### src/rtl/f2d_pkg.sv
// shared types and constants for the four-state bits to decimal text block
package f2d_pkg;

  localparam int BITS_SEEN_W = 7;
  localparam logic [BITS_SEEN_W-1:0] BITS_SEEN_SAT = 7'd127;

  localparam logic [1:0] BIT_ZERO = 2'd0;
  localparam logic [1:0] BIT_ONE  = 2'd1;
  localparam logic [1:0] BIT_X    = 2'd2;
  localparam logic [1:0] BIT_Z    = 2'd3;

  localparam logic [6:0] CH_LOW_X  = 7'h78;
  localparam logic [6:0] CH_HIGH_X = 7'h58;
  localparam logic [6:0] CH_LOW_Z  = 7'h7a;
  localparam logic [6:0] CH_HIGH_Z = 7'h5a;
  localparam logic [6:0] CH_MINUS  = 7'h2d;
  localparam logic [6:0] CH_ZERO   = 7'h30;

  typedef enum logic [2:0] {
    ST_IDLE,
    ST_LETTER,
    ST_SHIFT,
    ST_SKIP,
    ST_SIGN,
    ST_DIGIT
  } f2d_state_t;

  // what the bit intake hands to the converter on the final beat
  typedef struct packed {
    logic       letter;
    logic [6:0] letter_char;
    logic       negative;
    logic       overflow;
  } f2d_summary_t;

endpackage

### src/rtl/f2d_ifs.sv
// channel interfaces: bit input, text output and configuration write
interface f2d_bit_if;
  logic       valid;
  logic       ready;
  logic [1:0] bit_value;
  logic       last_bit;
  modport source (output valid, output bit_value, output last_bit, input ready);
  modport sink (input valid, input bit_value, input last_bit, output ready);
endinterface

interface f2d_text_if;
  logic       valid;
  logic       ready;
  logic [6:0] char_code;
  logic       last_char;
  logic       overflow;
  modport source (output valid, output char_code, output last_char, output overflow,
                  input ready);
  modport sink (input valid, input char_code, input last_char, input overflow,
                output ready);
endinterface

interface f2d_cfg_if;
  logic valid;
  logic ready;
  logic signed_mode;
  modport source (output valid, output signed_mode, input ready);
  modport sink (input valid, input signed_mode, output ready);
endinterface

### src/rtl/f2d_acc.sv
// bit intake: sign handling, magnitude accumulation and x/z tracking
module f2d_acc #(
  parameter int MAX_BITS = 64
) (
  input  logic                  clk,
  input  logic                  rst,
  input  logic                  cfg_we,
  input  logic                  cfg_data,
  input  logic                  beat,
  input  logic [1:0]            bit_value,
  input  logic                  last_bit,
  output logic                  start,
  output f2d_pkg::f2d_summary_t summary,
  output logic [MAX_BITS-1:0]   value
);

  localparam logic [f2d_pkg::BITS_SEEN_W-1:0] MAX_SEEN = f2d_pkg::BITS_SEEN_W'(MAX_BITS);

  logic                            signed_mode;
  logic [MAX_BITS-1:0]             magnitude;
  logic [f2d_pkg::BITS_SEEN_W-1:0] bits_seen;
  logic                            negative;
  logic                            any_unknown;
  logic                            all_unknown;
  logic                            any_floating;
  logic                            all_floating;

  logic [MAX_BITS-1:0]             magnitude_next;
  logic [f2d_pkg::BITS_SEEN_W-1:0] bits_seen_next;
  logic                            negative_next;
  logic                            any_unknown_next;
  logic                            all_unknown_next;
  logic                            any_floating_next;
  logic                            all_floating_next;
  logic                            is_sign;
  logic                            add;

  always_comb begin
    is_sign           = signed_mode && (bits_seen == '0);
    any_unknown_next  = any_unknown | (bit_value == f2d_pkg::BIT_X);
    all_unknown_next  = all_unknown & (bit_value == f2d_pkg::BIT_X);
    any_floating_next = any_floating | (bit_value == f2d_pkg::BIT_Z);
    all_floating_next = all_floating & (bit_value == f2d_pkg::BIT_Z);
    negative_next     = negative | (is_sign && (bit_value == f2d_pkg::BIT_ONE));
    // negative vectors collect inverted bits, plus one at the end
    add = negative ? (bit_value == f2d_pkg::BIT_ZERO) : (bit_value == f2d_pkg::BIT_ONE);
    if (is_sign) begin
      magnitude_next = magnitude;
    end else begin
      magnitude_next = (magnitude << 1) | MAX_BITS'(add);
    end
    if (bits_seen == f2d_pkg::BITS_SEEN_SAT) begin
      bits_seen_next = bits_seen;
    end else begin
      bits_seen_next = bits_seen + 1'b1;
    end
  end

  always_comb begin
    start                = beat && last_bit;
    value                = magnitude_next + MAX_BITS'(negative_next);
    summary.negative     = negative_next;
    summary.overflow     = bits_seen_next > MAX_SEEN;
    summary.letter       = any_unknown_next | any_floating_next;
    if (all_unknown_next) begin
      summary.letter_char = f2d_pkg::CH_LOW_X;
    end else if (any_unknown_next) begin
      summary.letter_char = f2d_pkg::CH_HIGH_X;
    end else if (all_floating_next) begin
      summary.letter_char = f2d_pkg::CH_LOW_Z;
    end else begin
      summary.letter_char = f2d_pkg::CH_HIGH_Z;
    end
  end

  always_ff @(posedge clk) begin
    if (rst) begin
      signed_mode <= 1'b0;
    end else if (cfg_we) begin
      signed_mode <= cfg_data;
    end
  end

  always_ff @(posedge clk) begin
    if (rst || start) begin
      magnitude    <= '0;
      bits_seen    <= '0;
      negative     <= 1'b0;
      any_unknown  <= 1'b0;
      all_unknown  <= 1'b1;
      any_floating <= 1'b0;
      all_floating <= 1'b1;
    end else if (beat) begin
      magnitude    <= magnitude_next;
      bits_seen    <= bits_seen_next;
      negative     <= negative_next;
      any_unknown  <= any_unknown_next;
      all_unknown  <= all_unknown_next;
      any_floating <= any_floating_next;
      all_floating <= all_floating_next;
    end
  end

endmodule

### src/rtl/f2d_bcd_step.sv
// one double-dabble step: add three to every digit above four, then shift a bit in
module f2d_bcd_step #(
  parameter int NDIG = 20
) (
  input  logic [NDIG-1:0][3:0] bcd,
  input  logic                 bit_in,
  output logic [NDIG-1:0][3:0] bcd_next
);

  logic [NDIG-1:0][3:0] adj;
  logic [NDIG*4:0]      shifted;

  always_comb begin
    for (int i = 0; i < NDIG; i++) begin
      adj[i] = (bcd[i] > 4'd4) ? bcd[i] + 4'd3 : bcd[i];
    end
    shifted  = {adj, bit_in};
    bcd_next = shifted[NDIG*4-1:0];
  end

endmodule

### src/rtl/f2d_conv.sv
// converter: shared bcd shift unit under a sequencer, plus the text output register
module f2d_conv #(
  parameter int MAX_BITS = 64
) (
  input  logic                  clk,
  input  logic                  rst,
  input  logic                  start,
  input  f2d_pkg::f2d_summary_t summary,
  input  logic [MAX_BITS-1:0]   value,
  output logic                  busy,
  f2d_text_if.source            text
);

  localparam int NDIG  = (MAX_BITS * 30103) / 100000 + 1;
  localparam int CNT_W = (MAX_BITS > 1) ? $clog2(MAX_BITS) : 1;
  localparam int IDX_W = (NDIG > 1) ? $clog2(NDIG) : 1;
  localparam logic [CNT_W-1:0] LAST_CNT = CNT_W'(MAX_BITS - 1);
  localparam logic [IDX_W-1:0] TOP_IDX  = IDX_W'(NDIG - 1);

  f2d_pkg::f2d_state_t state, state_next;

  logic [MAX_BITS-1:0]  bin;
  logic [NDIG-1:0][3:0] bcd;
  logic [NDIG-1:0][3:0] bcd_next;
  logic [CNT_W-1:0]     cnt;
  logic [IDX_W-1:0]     idx;
  logic                 negative;
  logic                 overflow;
  logic [6:0]           letter_char;
  logic [3:0]           digit;
  logic                 out_free;
  logic                 shift_en;
  logic                 idx_dec;
  logic                 load_out;
  logic [6:0]           char_next;
  logic                 last_next;

  f2d_bcd_step #(.NDIG(NDIG)) u_step (
    .bcd      (bcd),
    .bit_in   (bin[MAX_BITS-1]),
    .bcd_next (bcd_next)
  );

  assign digit    = bcd[idx];
  assign out_free = !text.valid || text.ready;
  assign busy     = (state != f2d_pkg::ST_IDLE);

  always_comb begin
    state_next = state;
    case (state)
      f2d_pkg::ST_IDLE: begin
        if (start) state_next = summary.letter ? f2d_pkg::ST_LETTER : f2d_pkg::ST_SHIFT;
      end
      f2d_pkg::ST_LETTER: begin
        if (out_free) state_next = f2d_pkg::ST_IDLE;
      end
      f2d_pkg::ST_SHIFT: begin
        if (cnt == LAST_CNT) state_next = f2d_pkg::ST_SKIP;
      end
      f2d_pkg::ST_SKIP: begin
        if (digit != 4'd0 || idx == '0) begin
          state_next = negative ? f2d_pkg::ST_SIGN : f2d_pkg::ST_DIGIT;
        end
      end
      f2d_pkg::ST_SIGN: begin
        if (out_free) state_next = f2d_pkg::ST_DIGIT;
      end
      f2d_pkg::ST_DIGIT: begin
        if (out_free && idx == '0) state_next = f2d_pkg::ST_IDLE;
      end
      default: state_next = f2d_pkg::ST_IDLE;
    endcase
  end

  always_comb begin
    shift_en  = 1'b0;
    idx_dec   = 1'b0;
    load_out  = 1'b0;
    char_next = f2d_pkg::CH_ZERO + {3'b000, digit};
    last_next = 1'b1;
    case (state)
      f2d_pkg::ST_LETTER: begin
        load_out  = out_free;
        char_next = letter_char;
      end
      f2d_pkg::ST_SHIFT: begin
        shift_en = 1'b1;
      end
      f2d_pkg::ST_SKIP: begin
        // leading zeros, keeping the units digit
        idx_dec = (digit == 4'd0) && (idx != '0);
      end
      f2d_pkg::ST_SIGN: begin
        load_out  = out_free;
        char_next = f2d_pkg::CH_MINUS;
        last_next = 1'b0;
      end
      f2d_pkg::ST_DIGIT: begin
        load_out  = out_free;
        idx_dec   = out_free && (idx != '0);
        last_next = (idx == '0);
      end
      default: begin
      end
    endcase
  end

  always_ff @(posedge clk) begin
    if (rst) begin
      state <= f2d_pkg::ST_IDLE;
    end else begin
      state <= state_next;
    end
  end

  always_ff @(posedge clk) begin
    if (state == f2d_pkg::ST_IDLE && start) begin
      bin         <= value;
      bcd         <= '0;
      cnt         <= '0;
      idx         <= TOP_IDX;
      negative    <= summary.negative;
      overflow    <= summary.overflow;
      letter_char <= summary.letter_char;
    end else begin
      if (shift_en) begin
        bin <= bin << 1;
        bcd <= bcd_next;
        cnt <= cnt + 1'b1;
      end
      if (idx_dec) begin
        idx <= idx - 1'b1;
      end
    end
  end

  always_ff @(posedge clk) begin
    if (rst) begin
      text.valid <= 1'b0;
    end else if (load_out) begin
      text.valid <= 1'b1;
    end else if (text.ready) begin
      text.valid <= 1'b0;
    end
  end

  always_ff @(posedge clk) begin
    if (load_out) begin
      text.char_code <= char_next;
      text.last_char <= last_next;
      text.overflow  <= overflow;
    end
  end

endmodule

### src/rtl/four_state_bits_to_decimal_text_top.sv
// top level: four-state bit stream to decimal ascii text
//
//  channel | dir | fields                          | beat when
//  bits    | in  | bit_value, last_bit             | valid & ready
//  text    | out | char_code, last_char, overflow  | valid & ready
//  cfg     | in  | signed_mode                     | valid & ready (ready tied high)
//
// one bit beat per cycle while no conversion runs
// the final bit starts the converter: a letter goes straight to the output register; a number
// is shifted bit by bit through the shared bcd shift unit, leading zeros are then skipped down
// to the units digit, and then the characters go out one at a time
// bits stay blocked until the last character sits in the output register
// text stalls hold the output register and the sequencer's output states; rst is synchronous
module four_state_bits_to_decimal_text_top #(
  parameter int MAX_BITS = 64
) (
  input  logic      clk,
  input  logic      rst,
  f2d_bit_if.sink   bits,
  f2d_text_if.source text,
  f2d_cfg_if.sink   cfg
);

  f2d_pkg::f2d_summary_t summary;
  logic [MAX_BITS-1:0]   value;
  logic                  start;
  logic                  busy;
  logic                  beat;

  assign bits.ready = !busy;
  assign cfg.ready  = 1'b1;
  assign beat       = bits.valid && bits.ready;

  f2d_acc #(.MAX_BITS(MAX_BITS)) u_acc (
    .clk       (clk),
    .rst       (rst),
    .cfg_we    (cfg.valid && cfg.ready),
    .cfg_data  (cfg.signed_mode),
    .beat      (beat),
    .bit_value (bits.bit_value),
    .last_bit  (bits.last_bit),
    .start     (start),
    .summary   (summary),
    .value     (value)
  );

  f2d_conv #(.MAX_BITS(MAX_BITS)) u_conv (
    .clk     (clk),
    .rst     (rst),
    .start   (start),
    .summary (summary),
    .value   (value),
    .busy    (busy),
    .text    (text)
  );

endmodule

### src/flat_wrapper.sv
// flat-port wrapper written by rule: the top's interface ports become plain ports
module four_state_bits_to_decimal_text_top_flat 
#(
  parameter int MAX_BITS = 64
)
  (clk, rst, bits_valid, bits_bit_value, bits_last_bit, bits_ready, text_valid, text_char_code, text_last_char, text_overflow, text_ready, cfg_valid, cfg_signed_mode, cfg_ready);
  f2d_bit_if bits_i ();
  f2d_text_if text_i ();
  f2d_cfg_if cfg_i ();
  input  logic clk;
  input  logic rst;
  input wire logic [$bits(bits_i.valid)-1:0] bits_valid;
  input wire logic [$bits(bits_i.bit_value)-1:0] bits_bit_value;
  input wire logic [$bits(bits_i.last_bit)-1:0] bits_last_bit;
  output wire logic [$bits(bits_i.ready)-1:0] bits_ready;
  output wire logic [$bits(text_i.valid)-1:0] text_valid;
  output wire logic [$bits(text_i.char_code)-1:0] text_char_code;
  output wire logic [$bits(text_i.last_char)-1:0] text_last_char;
  output wire logic [$bits(text_i.overflow)-1:0] text_overflow;
  input wire logic [$bits(text_i.ready)-1:0] text_ready;
  input wire logic [$bits(cfg_i.valid)-1:0] cfg_valid;
  input wire logic [$bits(cfg_i.signed_mode)-1:0] cfg_signed_mode;
  output wire logic [$bits(cfg_i.ready)-1:0] cfg_ready;
  assign bits_i.valid = bits_valid;
  assign bits_i.bit_value = bits_bit_value;
  assign bits_i.last_bit = bits_last_bit;
  assign bits_ready = bits_i.ready;
  assign text_valid = text_i.valid;
  assign text_char_code = text_i.char_code;
  assign text_last_char = text_i.last_char;
  assign text_overflow = text_i.overflow;
  assign text_i.ready = text_ready;
  assign cfg_i.valid = cfg_valid;
  assign cfg_i.signed_mode = cfg_signed_mode;
  assign cfg_ready = cfg_i.ready;
  four_state_bits_to_decimal_text_top #(.MAX_BITS(MAX_BITS)) u_core (.clk(clk), .rst(rst), .bits(bits_i), .text(text_i), .cfg(cfg_i));
endmodule
### config.mk
export PLATFORM = sky130hd
export DESIGN_NAME = four_state_bits_to_decimal_text_top_flat
export DESIGN_NICKNAME = d
export VERILOG_FILES = /design/src/rtl/f2d_pkg.sv /design/src/rtl/f2d_ifs.sv /design/src/rtl/f2d_acc.sv /design/src/rtl/f2d_bcd_step.sv /design/src/rtl/f2d_conv.sv /design/src/rtl/four_state_bits_to_decimal_text_top.sv /design/src/flat_wrapper.sv
export SDC_FILE = /design/constraint.sdc
export NUM_CORES = 1
export LEC_CHECK = 0
export ABC_CLOCK_PERIOD_IN_PS = 5100
export BUFFER_PORTS_ARGS = -buffer_cell sky130_fd_sc_hd__buf_2
export CORE_MARGIN = 5
export CORE_UTILIZATION = 45
export CTS_CLUSTER_DIAMETER = 50
export CTS_CLUSTER_SIZE = 25
export DETAILED_ROUTE_END_ITERATION = 10
export REMOVE_ABC_BUFFERS = 1
export SYNTH_ARGS = -nofsm -noshare
export SYNTH_HDL_FRONTEND = slang
export SYNTH_SLANG_ARGS = --single-unit
### constraint.sdc
create_clock -name clk -period 5.1 [get_ports clk]
set_input_delay 0.765 -clock clk [delete_from_list [all_inputs] [get_ports clk]]
set_output_delay 0.765 -clock clk [all_outputs]
set_load 0.01 [all_outputs]
### Word level (Yosys, flattened, before mapping)

Index checks and enable logic that the tools add are counted.

* $add $sub $neg: 25
* $lt $le $gt $ge: 22
* equality and inequality tests: 16
* multiplexer cells: 45
* bitwise operators: 7
* reductions and logical operators: 26

Operators by type and width (number)
* $mux 64: 3
* $gt 4x3->1 const B: 20
* $mux 4: 20
* $add 4x2->4 const B: 19
* $add 64x1->64: 1
* $or 64x1->64: 1
* $mux 3: 7
* $bmux 4 s5: 1
* $pmux 3 s6: 1
* $pmux 7 s2: 1
* $mux 6: 2
* $ne 2x2->1 const B: 5
* $logic_and 1x1->1: 8
* $add 6x4->7 const A: 1
* $add 7x1->7 const B: 1
* $eq 7x7->1 const B: 1
* $gt 7x7->1 const B: 1
* $logic_not 7->1: 1
* $mux 7: 1
* $add 6x1->6 const B: 1
* $eq 3x2->1 const B: 2
* $eq 3x3->1 const B: 2
* $eq 6x6->1 const B: 1
* $lt 5x6->1 const B: 1
* other kinds (24): 39

* register bits after elaboration: 254
* input port bits: 9
* output and inout bits: 12
* logic and storage cells: 181

### Logic depth before layout (Yosys ltp)

* depth in word-level cells: 6
* mapped depth: 19
* mapped depth without buffers: 13

### Hierarchy

Synthesis repeated with hierarchy kept, for this count alone.

* cell total of the unflattened synthesis: 2060
* area total of the unflattened synthesis: 15972.8 µm²

Modules (own cells, without submodules)
* f2d_conv: times used 1, cells each 823, area each 7623.6 µm², seq. area each 4364.2 µm²
* f2d_acc: times used 1, cells each 943, area each 6281.0 µm², seq. area each 1541.5 µm²
* f2d_bcd_step: times used 1, cells each 290, area each 2047.0 µm², seq. area each 0.0 µm²
* four_state_bits_to_decimal_text_top: times used 1, cells each 4, area each 21.3 µm², seq. area each 0.0 µm²

### Least setup slack after synthesis

Ideal clock, no wire load.

* path type: register -> register
* start: register u_core.u_acc.bits_seen[0] in the netlist's numbering
* end: register u_core.u_conv.bin[39] (data pin)
* setup time: 0.263 ns
* arrival: 3.931 ns
* required time: 4.837 ns
* setup slack: 0.906 ns
* stages on the path, launching flop included: 19
* path buffers: 5
* clock period less this slack: 4.194 ns
* cells stage by stage: dfxtp_1 -> inv_1 -> ha_1 -> or4b_4 -> buf_6 -> buf_6 -> nor2_8 -> buf_6 -> buf_2 -> buf_1 -> nand2_1 -> o31ai_1 -> ha_1 -> nand4_1 -> a211oi_2 -> nand4_2 -> or4_1 -> xor2_1 -> o21ai_1

* elaborated cells between the ends (all ways): 7
* those cells by class: add/sub: 1; mux: 2; bitwise: 1; reduce/logical: 3

RTL lines
* start, declared: RTL line f2d_acc.sv:21 `logic [f2d_pkg::BITS_SEEN_W-1:0] bits_seen;`
* start signal, assigned: RTL line f2d_acc.sv:95 `bits_seen <= bits_seen_next;`
* $logic_not 7->1: RTL line f2d_acc.sv:39 `is_sign = signed_mode && (bits_seen == '0);`
* $logic_and 1x1->1: RTL line f2d_acc.sv:39
* $mux 64: RTL line f2d_acc.sv:47 `if (is_sign) begin`
* via u_core.u_acc.magnitude_next[0]: RTL line f2d_acc.sv:28 `logic [MAX_BITS-1:0] magnitude_next;`
* $add 64x1->64: RTL line f2d_acc.sv:61 `value = magnitude_next + MAX_BITS'(negative_next);`
* $mux 64: RTL line f2d_conv.sv:117 `if (state == f2d_pkg::ST_IDLE && start) begin`
* end signal, assigned: RTL line f2d_conv.sv:118 `bin <= value;`
* end signal, assigned: RTL line f2d_conv.sv:127 `bin <= bin << 1;`
* end, declared: RTL line f2d_conv.sv:22 `logic [MAX_BITS-1:0] bin;`

The timed path passes the listed nets, and every way through them passes these cells.
A chain may end at the register's enable or synchronous reset.

### Worst setup path in the final report

* start: register u_core.u_acc.bits_seen[0] in the netlist's numbering
* end: register u_core.u_conv.bin[29] (data pin)

The elaborated chain is that of the path after synthesis.

==> flow_summary.ini <==
[run_status]
status = complete, no violations

[placement]
hpwlAfterDp_mm = 24.0
place_ws_ns = 0.941
place.gp.congestion = 0.865
io_buffers = 19
placedInstanceArea_um2 = 14900

[logic_synthesis]
synth_common_cells = nand2_1 (304), dfxtp_1 (172), a21oi_1 (169), o21ai_0 (159), nand3_1 (145)
synth_flop_cell = dfxtp_1
synth_edf_count = 77
async_flop_share = 0
syn_avg_cell_area_um2 = 8.05
yosys.area.top_type = dfxtp_1
ys.warnings.count = 0
ys_top_cells_by_area = dfxtp_1 (24%), edfxtp_1 (16%), nand2_1 (7.8%), a21oi_1 (5.8%), o21ai_0 (5.5%)
yosysMostFrequentCell = nand2_1
yosys.area.top_type_share = 0.236
syn-cell-area_um2 = 14600
yosysSeqAreaShare = 0.394
synth_seq_cells = 249
synth_cell_types = 80
synthCells = 1814

[global_routing]
grt_max_degree = 119
antenna_found_initial = 1
grt_pass1_vias = 11900
grtUsageTotal = 0.198
grt_pass1_wl_mm = 60.6
grt-ovfl-total = 0

[floorplanning]
die_w_um = 190
core_um2 = 32300
row_count = 66
die-area_um2 = 36100
pin_count = 21
start_util = 0.452
die_h_um = 190

[clock_tree]
postCtsSetupBuffers = 0
cts_tree = done
postCtsHoldBufs = 0
root_buffer = clkbuf_16
numCtsBuffers = 31
cts.sinks = 249
ctsResizeCount = 0
clk_pin_slew_ns = 0.06
cts_buffer_depth = 3
htreeDepth = 1
clk_latency_ns = 0.55

[detailed_routing]
wl_per_cell_um = 16.3
vias_per_cell = 5.68
ant_nets = 0
drc_errors = 0
drt-total-wl_mm = 36.1
num_vias = 12600
drt_first_pass_iters = 5
drt_iter0_markers = 917

[worst_setup_path]
critical_path_class = register to register
crit_chain = inv_1 -> ha_1 -> or4b_4 -> nor2_8 -> nand2_1 -> o31ai_1 -> ha_1 -> nand2_1 -> a21oi_1 -> nand4_1 -> or4_1 -> a32oi_1 -> o31ai_1
r2r_start = u_core.u_acc.bits_seen[0]
critPathSlowestCell = or4b_4
setup.worst_path.start_class = register
worstPathRequired_ns = 5.38
critical_path.max_stage_delay_ns = 0.66
crit_start = u_core.u_acc.bits_seen[0]
cp-end-kind = register
critical_path_arrival_ns = 4.45
crit_fanout = 24

[timing]
fin_hold_ws_ns = 0.432
grt_setup_unrepaired = false
slew_headroom = 0.297
fin_crit_sh = 0.818
setup_ws_ns = 0.931
setup_tns_ns = 0
tightest_slew_ns = 1.06
max_freq_ghz = 0.240
finalHoldViolCount = 0
skew_ns = 0.0148
finalMaxSlewViolations = 0
setup_viol_count_final = 0
final.min_clock_period_ns = 4.17

[final_layout]
syn_to_final_growth_pct = 8.94
n_fill_cell = 3043
fin_area_um2 = 15900
diodes = 0
nNetsFinal = 1814
drive_gt1_frac = 0.0696

[pwr]
leakagePower_nw = 5.67
vdd_drop_max_mv = 0.278
power.density_nw_per_um2 = 361

[hold_path]
hp-class = register to register
hold_path.startpoint = u_core.u_conv.overflow

[flow_run]
cap_violations = 0
report_power, final:
part | internal [mW] | switching (mW)
sequential | 2.34 | 0.136
combinational | 0.299 | 0.804
clock | 1.30 | 0.868
cells by family after synthesis:
family | count (synthesis) | share of synthesized area
simple gates | 706 | 0.229
mux | 51 | 0.0402
fa+ha+maj | 47 | 0.0403
flops | 249 | 0.394
xor+xnor | 80 | 0.0480
other cells | 1 | 0.000257
buf+inv | 206 | 0.0581
compound gates | 474 | 0.190
critical path: cells and delay by family (launching register included):
family / cells / cell delay, ns
buffers and inverters: 1 / 0.09
adders and majority gates: 2 / 0.45
DFF: 1 / 0.36
and+or+nand+nor: 6 / 2.18
AOI/OAI and AO/OA: 4 / 0.82
final cells by class:
| type | instances | area (um^2) | area share |
|---|---|---|---|
| Multi-Input combinational cell | 1359 | 8040 | 0.505 |
| Clock buffer | 42 | 867 | 0.0545 |
| Tap cell | 442 | 553 | 0.0348 |
| Inverter | 79 | 297 | 0.0186 |
| Timing Repair Buffer | 38 | 238 | 0.0149 |
| Clock inverter | 15 | 154 | 0.00968 |
| Sequential cell | 249 | 5760 | 0.362 |
per-stage QoR:
step	instances	total power [mW]	utilization
5_1_grt	2224	6.05	0.493
3_5_place_dp	2167	3.63	0.461
4_1_cts	2224	5.81	0.493
6_report	2224	5.75	0.493
2_1_floorplan	1687	3.23	-
3_3_place_gp	2167	3.62	0.461
layer usage:
layer,part of all wire,up-vias,track usage
met5,0.00019,-,0
met4,0.026,2,0.0548
met3,0.046,63,0.0251
met2,0.47,289,0.340
met1,0.46,5975,0.264
li1,-,6300,-
sequential cells by signal, summed over array words and instances (netlist names), 2 cells and up:
name / cells
u_core.u_conv.bcd: 80
u_core.u_acc.magnitude: 64
u_core.u_conv.bin: 64
u_core.u_acc.bits_seen: 7
u_core.u_conv.text.char_code: 7
u_core.u_conv.cnt: 6
u_core.u_conv.idx: 5
u_core.u_conv.state: 3
u_core.u_conv.letter_char: 2
worst paths after layout:
kind,endpoint,slack [ns],depth (start not counted)
worst max register to register,u_core.u_conv.bin[29],0.93,13
worst max-delay path,u_core.u_conv.bin[29],0.93,13
worst min register to register,u_core.u_conv.text.overflow,0.43,0
worst min-delay path,u_core.u_conv.text.overflow,0.43,0
layout by cell type (no fill, tap or decap), types with 6 or more instances in the layout:
master     instances
a211oi_1          20
a21boi_0          14
a21o_1             9
a21oi_1          169
a22oi_1            7
a31oi_1           14
and2_1            16
and3_1            22
buf_2             19
buf_4             19
clkbuf_1           6
clkbuf_16         31
dfxtp_1          171
edfxtp_1          77
ha_1              47
inv_1             79
mux2i_1           44
mux4_2             6
nand2_1          298
nand2b_1           8
nand3_1          145
nand4_1           24
nor2_1            98
nor2b_1            6
nor3_1            32
nor3b_1            7
o21ai_0          159
o21ai_1            7
o31ai_1           22
xnor2_1           53
xor2_1            27
Note: power is estimated with default switching activity, not from simulation.
